## src/rtl/core/multichannel_pedestal_subtractor_top_defines.svh

```systemverilog
// assertion macros for the pedestal subtractor top level
`ifndef MULTICHANNEL_PEDESTAL_SUBTRACTOR_TOP_DEFINES_SVH
`define MULTICHANNEL_PEDESTAL_SUBTRACTOR_TOP_DEFINES_SVH

// same-cycle implication, sampled on clk, quiet while rst_n is low
`define MPS_ASSERT_NOW(label, ante, cons, msg) \
    label: assert property (@(posedge clk) disable iff (!rst_n) (ante) |-> (cons)) \
        else $error(msg);

// next-cycle implication, sampled on clk, quiet while rst_n is low
`define MPS_ASSERT_NEXT(label, ante, cons, msg) \
    label: assert property (@(posedge clk) disable iff (!rst_n) (ante) |=> (cons)) \
        else $error(msg);

`endif

```

## src/rtl/core/mps_pkg.sv

```systemverilog
// types and constants of the pedestal subtractor
package mps_pkg;

    localparam int RAW_W      = 16;
    localparam int FLAG_W     = 3;
    localparam int ACC_W      = 5;
    localparam int ACC_LIMIT  = 10;
    localparam int CORR_W     = 13;
    localparam int CHAN_OUT_W = 6;
    localparam int PED_OUT_W  = 12;
    localparam int CNT_W      = 7;
    localparam int CFG_DATA_W = 12;
    localparam int CFG_IDX_W  = 1;
    localparam int OUT_DATA_W = 32;

    typedef enum logic [CFG_IDX_W-1:0] {
        CFG_INIT_PED   = 1'b0,
        CFG_CHAN_COUNT = 1'b1
    } cfg_idx_t;

    // one result item as it leaves the block
    typedef struct packed {
        logic signed [CORR_W-1:0] corrected_sample;
        logic [CHAN_OUT_W-1:0]    channel_index;
        logic [PED_OUT_W-1:0]     pedestal_now;
        logic                     processed;
    } out_item_t;

endpackage

```

## src/rtl/core/mps_ram.sv

```systemverilog
// generic single-write, single-read ram with registered read
module mps_ram #(
    parameter int WIDTH = 8,
    parameter int DEPTH = 64
) (
    input  logic                                  clk,
    input  logic                                  we,
    input  logic [(DEPTH > 1 ? $clog2(DEPTH) : 1)-1:0] waddr,
    input  logic [WIDTH-1:0]                      wdata,
    input  logic                                  re,
    input  logic [(DEPTH > 1 ? $clog2(DEPTH) : 1)-1:0] raddr,
    output logic [WIDTH-1:0]                      rdata
);

    logic [WIDTH-1:0] mem [DEPTH];
    logic [WIDTH-1:0] rdata_reg;

    always_ff @(posedge clk)
    begin
        if (we)
        begin
            mem[waddr] <= wdata;
        end
        if (re)
        begin
            rdata_reg <= mem[raddr];
        end
    end

    assign rdata = rdata_reg;

endmodule

```

## src/rtl/core/mps_chan.sv

```systemverilog
// channel pointer: advances on end of packet, wraps at the channel count
module mps_chan
    import mps_pkg::*;
#(
    parameter int MAX_CHANNELS = 64,
    parameter int CW           = 6
) (
    input  logic             clk,
    input  logic             rst_n,
    input  logic             step,
    input  logic             eop,
    input  logic             clear,
    input  logic [CNT_W-1:0] channel_count,
    output logic [CW-1:0]    ch
);

    localparam int EW = (CW + 1 > CNT_W) ? CW + 1 : CNT_W;

    logic [CW-1:0] ch_reg;
    logic [CW-1:0] ch_next;
    logic [EW-1:0] cnt_ext;
    logic [EW-1:0] max_ext;
    logic [EW-1:0] eff;
    logic [EW-1:0] inc;

    assign cnt_ext = EW'(channel_count);
    assign max_ext = EW'(MAX_CHANNELS);

    always_comb
    begin
        // zero counts as one, anything above the store size is clamped
        if (cnt_ext == '0)
        begin
            eff = EW'(1);
        end
        else if (cnt_ext > max_ext)
        begin
            eff = max_ext;
        end
        else
        begin
            eff = cnt_ext;
        end
        inc = EW'(ch_reg) + EW'(1);
        if (clear)
        begin
            ch_next = '0;
        end
        else if (step && eop)
        begin
            ch_next = (inc >= eff) ? '0 : inc[CW-1:0];
        end
        else
        begin
            ch_next = ch_reg;
        end
    end

    always_ff @(posedge clk or negedge rst_n)
    begin
        if (!rst_n)
        begin
            ch_reg <= '0;
        end
        else
        begin
            ch_reg <= ch_next;
        end
    end

    assign ch = ch_reg;

endmodule

```

## src/rtl/core/mps_update.sv

```systemverilog
// per-sample pedestal tracking step and subtraction
module mps_update
    import mps_pkg::*;
#(
    parameter int SAMPLE_BITS = 12,
    parameter int PED_W       = 12
) (
    input  logic                     go,
    input  logic [SAMPLE_BITS-1:0]   sample,
    input  logic [PED_W-1:0]         ped,
    input  logic signed [ACC_W-1:0]  acc,
    output logic [PED_W-1:0]         ped_new,
    output logic signed [ACC_W-1:0]  acc_new,
    output logic signed [CORR_W-1:0] corr
);

    logic [PED_W-1:0]        sample_ext;
    logic signed [ACC_W-1:0] acc_mv;
    logic signed [PED_W:0]   diff;

    assign sample_ext = PED_W'(sample);

    always_comb
    begin
        if (sample_ext > ped)
        begin
            acc_mv = acc + ACC_W'(1);
        end
        else if (sample_ext < ped)
        begin
            acc_mv = acc - ACC_W'(1);
        end
        else
        begin
            acc_mv = acc;
        end

        ped_new = ped;
        acc_new = acc;
        if (go)
        begin
            if (acc_mv >= ACC_W'(ACC_LIMIT))
            begin
                ped_new = ped + PED_W'(1);
                acc_new = '0;
            end
            else if (acc_mv <= -ACC_W'(ACC_LIMIT))
            begin
                ped_new = ped - PED_W'(1);
                acc_new = '0;
            end
            else
            begin
                acc_new = acc_mv;
            end
        end

        diff = $signed({1'b0, sample_ext}) - $signed({1'b0, ped_new});
        corr = go ? diff[CORR_W-1:0] : '0;
    end

endmodule

```

## src/rtl/core/multichannel_pedestal_subtractor_top.sv

```systemverilog
// top level of the multichannel running-median pedestal subtractor
//
//  group   dir  handshake          payload
//  s_*     in   s_tvalid/s_tready  raw word in tdata, valid/keep flags in tuser, tlast
//  m_*     out  m_tvalid/m_tready  corrected, channel, pedestal in tdata, processed in tuser
//  cfg_*   in   cfg_we only        register index and data, no read-back
//
// one item per clock unless m_tready stalls; update stage register, then output register
// the per-channel state ram has a registered read; back-to-back items on
// the same channel are served by a write-to-read bypass
// reset (and a write of initial_pedestal) drops all entry valid bits at once,
// so there is no clearing pass
// a stall on m_tready with a full output holds the update stage; s_tready drops in the same cycle if that stage is full
`include "multichannel_pedestal_subtractor_top_defines.svh"

module multichannel_pedestal_subtractor_top
    import mps_pkg::*;
#(
    parameter int MAX_CHANNELS = 64,
    parameter int SAMPLE_BITS  = 12
) (
    input  logic                  clk,
    input  logic                  rst_n,
    // stream in
    input  logic                  s_tvalid,
    output logic                  s_tready,
    input  logic [RAW_W-1:0]      s_tdata,   // raw_word[15:0]
    input  logic [FLAG_W-1:0]     s_tuser,   // data_valid, keep_low, keep_high
    input  logic                  s_tlast,   // end_of_packet
    // stream out
    output logic                  m_tvalid,
    input  logic                  m_tready,
    output logic [OUT_DATA_W-1:0] m_tdata,   // corrected_sample[12:0], channel_index[18:13],
                                             // pedestal_now[30:19], zero pad
    output logic                  m_tuser,   // processed
    // configuration
    input  logic                  cfg_we,
    input  logic [CFG_IDX_W-1:0]  cfg_index,
    input  logic [CFG_DATA_W-1:0] cfg_data
);

    // channel pointer width and pedestal width (pedestal can climb to full sample range)
    localparam int CW    = (MAX_CHANNELS > 1) ? $clog2(MAX_CHANNELS) : 1;
    localparam int PED_W = (SAMPLE_BITS > PED_OUT_W) ? SAMPLE_BITS : PED_OUT_W;
    localparam int ENT_W = PED_W + ACC_W;

    // configuration registers
    logic [PED_OUT_W-1:0] init_ped_reg;
    logic [CNT_W-1:0]     chan_count_reg;
    logic                 cfg_clear;

    // handshake
    logic s_accept;
    logic s1_adv;

    // channel pointer
    logic [CW-1:0] ch;

    // state ram and entry valid bits
    logic                 ram_we;
    logic [ENT_W-1:0]     ram_wdata;
    logic [ENT_W-1:0]     ram_rdata;
    logic [MAX_CHANNELS-1:0] vld_reg;
    logic [MAX_CHANNELS-1:0] vld_next;

    // update stage
    logic                   s1_valid_reg;
    logic                   s1_go_reg;
    logic [SAMPLE_BITS-1:0] s1_sample_reg;
    logic [CW-1:0]          s1_ch_reg;
    logic                   rd_vld_reg;
    logic                   fwd_reg;
    logic [ENT_W-1:0]       fwd_data_reg;
    logic [ENT_W-1:0]       entry;

    logic [PED_W-1:0]         upd_ped_new;
    logic signed [ACC_W-1:0]  upd_acc_new;
    logic signed [CORR_W-1:0] upd_corr;

    // output register
    logic      out_valid_reg;
    out_item_t out_item_reg;
    out_item_t out_item_next;

    assign cfg_clear = cfg_we && (cfg_idx_t'(cfg_index) == CFG_INIT_PED);

    always_ff @(posedge clk or negedge rst_n)
    begin
        if (!rst_n)
        begin
            init_ped_reg   <= '0;
            chan_count_reg <= CNT_W'(64);
        end
        else if (cfg_we)
        begin
            case (cfg_idx_t'(cfg_index))
                CFG_INIT_PED:   init_ped_reg   <= cfg_data;
                CFG_CHAN_COUNT: chan_count_reg <= cfg_data[CNT_W-1:0];
                default:        ;
            endcase
        end
    end

    // update stage moves when the output register is free or being emptied
    assign s1_adv   = !out_valid_reg || m_tready;
    assign s_tready = !s1_valid_reg || s1_adv;
    assign s_accept = s_tvalid && s_tready;

    mps_chan #(
        .MAX_CHANNELS (MAX_CHANNELS),
        .CW           (CW)
    ) u_chan (
        .clk           (clk),
        .rst_n         (rst_n),
        .step          (s_accept),
        .eop           (s_tlast),
        .clear         (cfg_clear),
        .channel_count (chan_count_reg),
        .ch            (ch)
    );

    // entry: pedestal in the upper bits, accumulator in the lower
    mps_ram #(
        .WIDTH (ENT_W),
        .DEPTH (MAX_CHANNELS)
    ) u_state_ram (
        .clk   (clk),
        .we    (ram_we),
        .waddr (s1_ch_reg),
        .wdata (ram_wdata),
        .re    (s_accept),
        .raddr (ch),
        .rdata (ram_rdata)
    );

    assign ram_we    = s1_valid_reg && s1_go_reg && s1_adv;
    assign ram_wdata = {upd_ped_new, upd_acc_new};

    always_comb
    begin
        vld_next = vld_reg;
        if (ram_we)
        begin
            vld_next[s1_ch_reg] = 1'b1;
        end
        if (cfg_clear)
        begin
            vld_next = '0;
        end
    end

    always_ff @(posedge clk or negedge rst_n)
    begin
        if (!rst_n)
        begin
            vld_reg <= '0;
        end
        else
        begin
            vld_reg <= vld_next;
        end
    end

    // capture the item; bypass the write that lands in the same cycle as the read
    always_ff @(posedge clk or negedge rst_n)
    begin
        if (!rst_n)
        begin
            s1_valid_reg <= 1'b0;
            fwd_reg      <= 1'b0;
        end
        else
        begin
            if (s_accept)
            begin
                s1_valid_reg <= 1'b1;
                fwd_reg      <= ram_we && (s1_ch_reg == ch);
            end
            else if (s1_adv)
            begin
                s1_valid_reg <= 1'b0;
            end
        end
    end

    always_ff @(posedge clk)
    begin
        if (s_accept)
        begin
            s1_go_reg     <= &s_tuser;
            s1_sample_reg <= s_tdata[SAMPLE_BITS-1:0];
            s1_ch_reg     <= ch;
            rd_vld_reg    <= vld_reg[ch];
            fwd_data_reg  <= ram_wdata;
        end
    end

    // never-written entries read as initial_pedestal with a zero accumulator
    always_comb
    begin
        if (fwd_reg)
        begin
            entry = fwd_data_reg;
        end
        else if (rd_vld_reg)
        begin
            entry = ram_rdata;
        end
        else
        begin
            entry = {PED_W'(init_ped_reg), {ACC_W{1'b0}}};
        end
    end

    mps_update #(
        .SAMPLE_BITS (SAMPLE_BITS),
        .PED_W       (PED_W)
    ) u_update (
        .go      (s1_go_reg),
        .sample  (s1_sample_reg),
        .ped     (entry[ENT_W-1:ACC_W]),
        .acc     ($signed(entry[ACC_W-1:0])),
        .ped_new (upd_ped_new),
        .acc_new (upd_acc_new),
        .corr    (upd_corr)
    );

    always_comb
    begin
        out_item_next.corrected_sample = upd_corr;
        out_item_next.channel_index    = CHAN_OUT_W'(s1_ch_reg);
        out_item_next.pedestal_now     = PED_OUT_W'(upd_ped_new);
        out_item_next.processed        = s1_go_reg;
    end

    always_ff @(posedge clk or negedge rst_n)
    begin
        if (!rst_n)
        begin
            out_valid_reg <= 1'b0;
        end
        else if (s1_adv)
        begin
            out_valid_reg <= s1_valid_reg;
        end
    end

    always_ff @(posedge clk)
    begin
        if (s1_adv && s1_valid_reg)
        begin
            out_item_reg <= out_item_next;
        end
    end

    assign m_tvalid = out_valid_reg;
    assign m_tdata  = OUT_DATA_W'({out_item_reg.pedestal_now,
                                   out_item_reg.channel_index,
                                   out_item_reg.corrected_sample});
    assign m_tuser  = out_item_reg.processed;

    // ram writes only come from an update stage item that is moving on
    `MPS_ASSERT_NOW(a_we_src, ram_we, s1_valid_reg && s1_go_reg && s1_adv, "stray state write")
    // the accumulator written back never sits at the step threshold
    `MPS_ASSERT_NOW(a_acc_bound, ram_we,
        (upd_acc_new < ACC_W'(ACC_LIMIT)) && (upd_acc_new > -ACC_W'(ACC_LIMIT)),
        "accumulator out of range")
    // a pedestal reload restarts at channel zero with every entry unwritten
    `MPS_ASSERT_NEXT(a_cfg_clear, cfg_clear, (ch == '0) && (vld_reg == '0),
        "reload did not clear state")
    // channel pointer stays inside the store
    `MPS_ASSERT_NOW(a_ch_range, 1'b1, 32'(ch) < MAX_CHANNELS, "channel outside store")
    // an accepted item always occupies the update stage next cycle
    `MPS_ASSERT_NEXT(a_s1_fill, s_accept, s1_valid_reg, "accepted item lost")

endmodule

```

## config.mk

```make
export PLATFORM = sky130hd
export DESIGN_NAME = multichannel_pedestal_subtractor_top
export DESIGN_NICKNAME = d
export VERILOG_FILES = /design/src/rtl/core/mps_pkg.sv /design/src/rtl/core/mps_ram.sv /design/src/rtl/core/mps_chan.sv /design/src/rtl/core/mps_update.sv /design/src/rtl/core/multichannel_pedestal_subtractor_top.sv
export VERILOG_INCLUDE_DIRS = /design/src /design/src/rtl/core
export SDC_FILE = /design/constraint.sdc
export NUM_CORES = 1
export LEC_CHECK = 0
export BUFFER_PORTS_ARGS = -buffer_cell sky130_fd_sc_hd__buf_2
export CORE_MARGIN = 1
export CORE_UTILIZATION = 50
export CTS_CLUSTER_SIZE = 40
export DETAILED_ROUTE_END_ITERATION = 16
export PLACE_DENSITY = 0.8
export SYNTH_ARGS = -nofsm -noshare
export SYNTH_HDL_FRONTEND = slang
export SYNTH_HIERARCHICAL = 1
export SYNTH_SLANG_ARGS = --single-unit
```

## constraint.sdc

```tcl
create_clock -name clk -period 7.82 [get_ports clk]
set_input_delay 2.346 -clock clk [delete_from_list [all_inputs] [get_ports clk]]
set_output_delay 2.346 -clock clk [all_outputs]
set_load 0.05 [all_outputs]
```

==> results of run 1 <==
-- power groups by stage --
stage | combinational [mW] | clock (mW) | sequential [mW]
finish | 2.22 | 5.74 | 7.97
CTS | 2.22 | 5.80 | 7.97
global route | 2.35 | 6.04 | 7.98
global placement | 2.14 | 0 | 8.11
detailed placement | 2.20 | 0 | 8.11
floorplan | 1.45 | 0 | 8.15
-- final cells by class --
type | count | area (µm²)
Inverter | 35 | 131
Timing Repair Buffer | 175 | 1200
Clock inverter | 77 | 763
Tap cell | 1368 | 1710
Clock buffer | 144 | 3130
Multi-Input combinational cell | 1300 | 12900
Antenna cell | 4 | 10.0
Fill cell | 7258 | 44300
Sequential cell | 1266 | 37600
-- cells in the mapped netlist (8+ instances only) --
cell type,n
a211oi_1,25
a21oi_1,93
a221oi_1,43
a22o_1,13
a22oi_1,65
and3_1,22
and4_1,11
and4b_1,8
buf_2,38
buf_4,18
buf_6,12
clkbuf_1,85
dfrtp_1,91
edfxtp_1,1174
ha_1,35
inv_1,35
mux2_2,32
mux2i_1,143
mux4_2,230
nand2_1,79
nand2b_1,12
nand3_1,34
nand4_1,17
nor2_1,193
nor2b_1,36
nor3_1,16
nor3b_1,8
nor4_1,9
o21ai_0,22
o221ai_1,13
xnor2_1,24
-- through the flow --
stage	power [mW]	hold WS (ns)	setup WS (ns)	area (µm²)
5_1_grt	16.4	0.510	0.260	57500
2_1_floorplan	9.60	0.446	0.0228	51400
6_report	15.9	0.490	0.565	57500
3_5_place_dp	10.3	0.475	0.762	53600
3_3_place_gp	10.2	0.470	0.900	53600
4_1_cts	16.0	0.491	0.646	57500
-- tightest hold or removal path: stages (launching register included) --
cell and delay (ns):
dfrtp_1 0.34, a21oi_1 0.04, nor2_1 0.07
-- final timing paths --
path | end | startpoint | cells after the start
max reg2reg | m_tdata[11] | fwd_reg | 23
min in group asynchronous | vld_reg[7] | rst_n | 1
min reg2reg | vld_reg[11] | vld_reg[11] | 2
min | vld_reg[11] | vld_reg[11] | 2
max in group asynchronous | u_chan/ch[2] | rst_n | 2
max | m_tdata[11] | fwd_reg | 23
-- logic make-up (layout without fill, tap and decap cells) --
kind of cell    after synthesis  after routing  synth area share
flops                      1266           1266             0.731
simple gates                482            482            0.0468
mux                         410            410             0.138
compound gates              343            343            0.0491
buf+inv                     200            431            0.0206
fa+ha+maj                    35             35           0.00853
xor+xnor                     29             29           0.00538
other cells                   1              5         0.0000730
-- routing by layer --
metal  wire length [µm]  global-route usage  vias to the layer above  share of wire
li1                   -                   -                    11500              -
met1              45100               0.310                    14200           0.38
met2              58300               0.374                     1743           0.49
met3              12000              0.0404                      282           0.10
met4               4720              0.0957                        2          0.039
met5                 13                   0                        -        0.00011
==> key figures, run 1 <==
Die
  • I/O Pins: 73
  • Die Ht: 322 µm
  • # rows: around 120
  • Core ar.: 102,000 µm²
  • Initial Util: 0.505
  • Die ar.: 104,000 µm²
  • Chip Width: 322 µm

Power and ir drop
  • Reg power frac: 0.500
  • Sw Share: 0.256
  • Peak VDD IR: about 0.00023 V
  • Static Leak: 18.7 nW
  • Internal Power: 11.9 mW
  • Part of the power in the clock network: 0.360
  • Combinational Power Share: 0.140
  • Switching power total: 4.08 mW
  • Pwr Density: between 200 and 300 nW/µm²

Yosys
  • Post-synth cell types: between 90 and 100
  • Post-Syn Nets: 2,839
  • Mapped Cells: 2,766
  • EDFF count, synth: 1,174
  • Post-Syn Area per Cell: ~19 µm²
  • Area leader, netlist: edfxtp_1
  • Top cell type's share of synthesized area: 0.686
  • Synth top area cells: edfxtp_1, mux4_2, dfrtp_1
  • Most used flip-flop cell after synthesis: edfxtp_1
  • Synthesized cell area: 51,400 µm²
  • Post-synthesis sequential area ratio: 0.731
  • Asr flop ratio synth: 0.0727
  • Synth warnings: 6
  • Yosys reg bits: 1,266

Route
  • Drt drc: 0
  • TritonRoute pass-1 iters: 6
  • DR vias: 27,700
  • DRT iter0 DRCs: 3,677
  • Final wirelength: 120 mm
  • Antenna-violating nets left: 0
  • Avg Vias per Cell: 6.33
  • Wire per inst: 27.5 µm

Critical path
  • Req. time, crit path: 8.25 ns
  • Flop-to-flop setup slack: 0.57 ns
  • Crit path DAT: 7.68 ns
  • Max Fanout on Critical Path: 32
  • Startpoint Class: register
  • Worst Setup End Kind: register
  • WS Path Type: register to register
  • Max incr delay on CP: 0.80 ns
  • Buf/Inv on CP: 3
  • Crit-path slowest cell: o21ai_0
  • Delay-heaviest family, CP: compound AO/OA/AOI/OAI gates
  • Crit path cell chain: o21ai_0 > inv_1 > ha_1 > nor2b_4 > o211ai_2 > a211oi_2 > or3_1 > mux2i_4 > xnor2_2 > or3_1 > a21oi_1 > buf_4 > xnor2_4 > ha_1 > inv_1 > nand2_1 > o311a_1 > a2111o_1 > o41ai_2 > o31ai_2 > o21ai_2 > mux2i_1 > o311ai_1

Cells and area
  • Layout net count: roughly 3,000
  • Most used cells in the layout excluding fill and tap cells: edfxtp_1, mux4_2, nor2_1, mux2i_1, clkbuf_16
  • Max reg flops: approximately 1,100
  • Final cell count without fillers: 4,369
  • Area Growth Syn to Fin: 11.9%
  • Post-layout util: 0.565
  • Most common cell after layout, fill and taps aside: edfxtp_1
  • Layout cell share with drive strength beyond 1: 0.228

Place
  • Placed Cells: 4,144
  • HPWL Detailed: 67.5 mm
  • Port bufs: 67
  • GPL Wtd Cong: 0.882

Global route
  • Vias in the first global route: 27,300
  • Gr usage total: 0.231
  • Initial antenna violation count: 3
  • GRT overflow: 0
  • Largest net degree at the start of global routing: 156
  • First-pass GRT wire length: 176 mm

STA
  • Fin crit share: 0.928
  • Final setup fails: 0
  • Hold Fails Final Rpt: 0
  • Relative slew slack: 0.132
  • Clk_skew: around 0.035 ns
  • Slew @ Worst Pin: about 1.3 ns
  • Count of final max-slew check failures: 0
  • FMAX: 138 MHz
  • Setup TNS: 0 ns
  • Unrepaired setup endpoints after global routing: false
  • Min Clock Period, post-route: between 7 and 8 ns

CTS
  • Resized cells post-CTS: 0
  • Total CTS buffers: 116
  • Root Buffer: clkbuf_16
  • Later-pin clock latency in the skew report: 0.72 ns
  • Setup Buffers After CTS: 0
  • Count of hold-fix buffers inserted at cts: 0
  • H-tree lvl count: 3
  • CTS sink cnt: 1,266
  • Clock buffer depth: 3
  • TritonCTS clock tree: done
  • CTS clk-pin slew, worst paths: roughly 0.07 ns

Run status
  • Outcome: finished clean

Hold path
  • HP Class: register to register

Job
  • MaxCap Viol Count: 0
No activity file was read; power rests on OpenSTA's default activity.
==> inputs of run 2 (changes only) <==
MAX_ROUTING_LAYER = met4   (was unset)
==> key figures, run 2 (synthesis results as in run 1) <==
Die
  • Initial Util: 0.505
  • # rows: 117
  • Die Ht: 322 µm
  • Core ar.: approximately 100,000 µm²
  • Die ar.: 104,000 µm²
  • Chip Width: 322 µm
  • I/O Pins: 73

Critical path
  • CP Capture Point: m_tdata[11]
  • R2R depth: 24
  • Max Fanout on Critical Path: 15
  • Crit path DAT: 7.69 ns
  • WS Path Type: register to register
  • RR Startpoint: rd_vld_reg
  • Crit path from: rd_vld_reg
  • Reg2reg end: m_tdata[11]
  • Worst Setup End Kind: register
  • Startpoint Class: register
  • Req. time, crit path: between 8 and 9 ns
  • Flop-to-flop setup slack: 0.56 ns

STA
  • Final setup fails: 0
  • Clk_skew: 0.0369 ns
  • FMAX: between 100 and 150 MHz
  • Relative slew slack: 0.135
  • Post-route setup slack: 0.561 ns
  • Slew @ Worst Pin: 1.30 ns
  • Min Clock Period, post-route: 7.26 ns
  • Count of final max-slew check failures: 0
  • Unrepaired setup endpoints after global routing: false
  • Hold Fails Final Rpt: 0
  • Fin crit share: 0.928
  • Setup TNS: 0 ns

Global route
  • Met3 GRT Util: 0.0393
  • GRT overflow: 0
  • GR Util met2: 0.375
  • Initial antenna violation count: 2
  • Met1 Use GR: 0.312
  • Largest net degree at the start of global routing: 156
  • Gr busiest metal: met2
  • First-pass GRT wire length: 176 mm
  • Vias in the first global route: 27,200
  • Gr usage total: 0.238

Route
  • DRT iter0 DRCs: 3,669
  • DR vias: ~27,000
  • Drt drc: 0
  • Final wirelength: between 100 and 150 mm
  • Wire per inst: 27.5 µm
  • Antenna-violating nets left: 0
  • Avg Vias per Cell: 6.29
  • TritonRoute pass-1 iters: 8

Place
  • Port bufs: 67
  • GPL Wtd Cong: approximately 0.90
  • HPWL Detailed: around 67 mm
  • Place WS: ~0.76 ns

Power and ir drop
  • Peak VDD IR: roughly 0.00023 V
  • Static Leak: 18.7 nW
  • Pwr Density: 277 nW/µm²

Cells and area
  • Area Growth Syn to Fin: 11.9%
  • Most used cells in the layout excluding fill and tap cells: edfxtp_1, mux4_2, nor2_1, mux2i_1, clkbuf_16
  • Max reg flops: approximately 1,100
  • Layout cell share with drive strength beyond 1: 0.228
  • Layout net count: 2,967
  • Most common cell after layout, fill and taps aside: edfxtp_1

CTS
  • Later-pin clock latency in the skew report: 0.72 ns
  • TritonCTS clock tree: done
  • Setup Buffers After CTS: 0
  • Clock buffer depth: 3
  • CTS sink cnt: 1,266
  • H-tree lvl count: 3
  • Root Buffer: clkbuf_16
  • Count of hold-fix buffers inserted at cts: 0
  • CTS clk-pin slew, worst paths: 0.06 ns
  • Resized cells post-CTS: 0
  • Total CTS buffers: ~120

Hold path
  • HP Class: register to register

Job
  • MaxCap Viol Count: 0

Run status
  • Outcome: finished clean
run 2: cell types whose count changed in the layout (fill, tap and decap cells not counted):
cell     previous run  this run
diode_2             4         1
run 2: layout make-up:
cell class                 instances  area [µm²]
clock buffer                     144        3130
tap                             1368        1710
timing repair buffer             175        1200
multi-input combinational       1300       12900
inverter                          35         131
sequential                      1266       37600
antenna                            1        2.50
fill                            7263       44300
clock inverter                    77         763
run 2: worst min path at each step:
stage          cells past startpoint     endpoint  slack [ns]    startpoint
6_report                           2  vld_reg[51]        0.49   vld_reg[51]
5_1_grt                            2  vld_reg[51]        0.51   vld_reg[51]
4_1_cts                            2  vld_reg[51]        0.49   vld_reg[51]
3_5_place_dp                       2  vld_reg[51]        0.48   vld_reg[51]
3_3_place_gp                       2  vld_reg[10]        0.47   vld_reg[10]
2_1_floorplan                      0  m_tdata[14]        0.45  s1_ch_reg[1]
run 2: per-stage QoR:
stage	utilization	hold WS [ns]	std cells	total power [mW]	instance area (µm²)
2_1_floorplan	-	0.446	2766	9.60	51400
3_3_place_gp	0.526	0.470	4144	10.2	53600
3_5_place_dp	0.526	0.475	4144	10.3	53600
4_1_cts	0.565	0.491	4365	16.0	57500
5_1_grt	0.565	0.510	4366	16.4	57500
6_report	0.565	0.490	4366	15.9	57500
run 2: critical path: stages (launching register included):
cell and delay (ns):
edfxtp_1 0.75, mux2i_1 0.15, o21ai_0 0.65, inv_1 0.31, ha_1 0.37, nor2b_4 0.13
o211ai_2 0.14, a211oi_2 0.11, or3_1 0.52, mux2i_4 0.26, xnor2_2 0.41, or3_1 0.56
a21oi_1 0.13, buf_4 0.21, xnor2_4 0.13, ha_1 0.23, inv_1 0.09, nand2_1 0.10
o311a_1 0.18, a2111o_1 0.47, o41ai_2 0.38, o31ai_2 0.14, o21ai_2 0.23, mux2i_1 0.20
o311ai_1 0.12
run 2: metal layers:
metal,up-vias,share of wire
li1,11500,-
met1,14100,0.38
met2,1643,0.49
met3,235,0.098
met4,0,0.035
met5,-,0
run 2: power breakdown:
part	switching (mW)	internal (mW)	total (mW)
Clock	2.49	3.25	5.74
Combinational	1.48	0.742	2.22
Sequential	0.102	7.87	7.97
Total	4.07	11.9	15.9
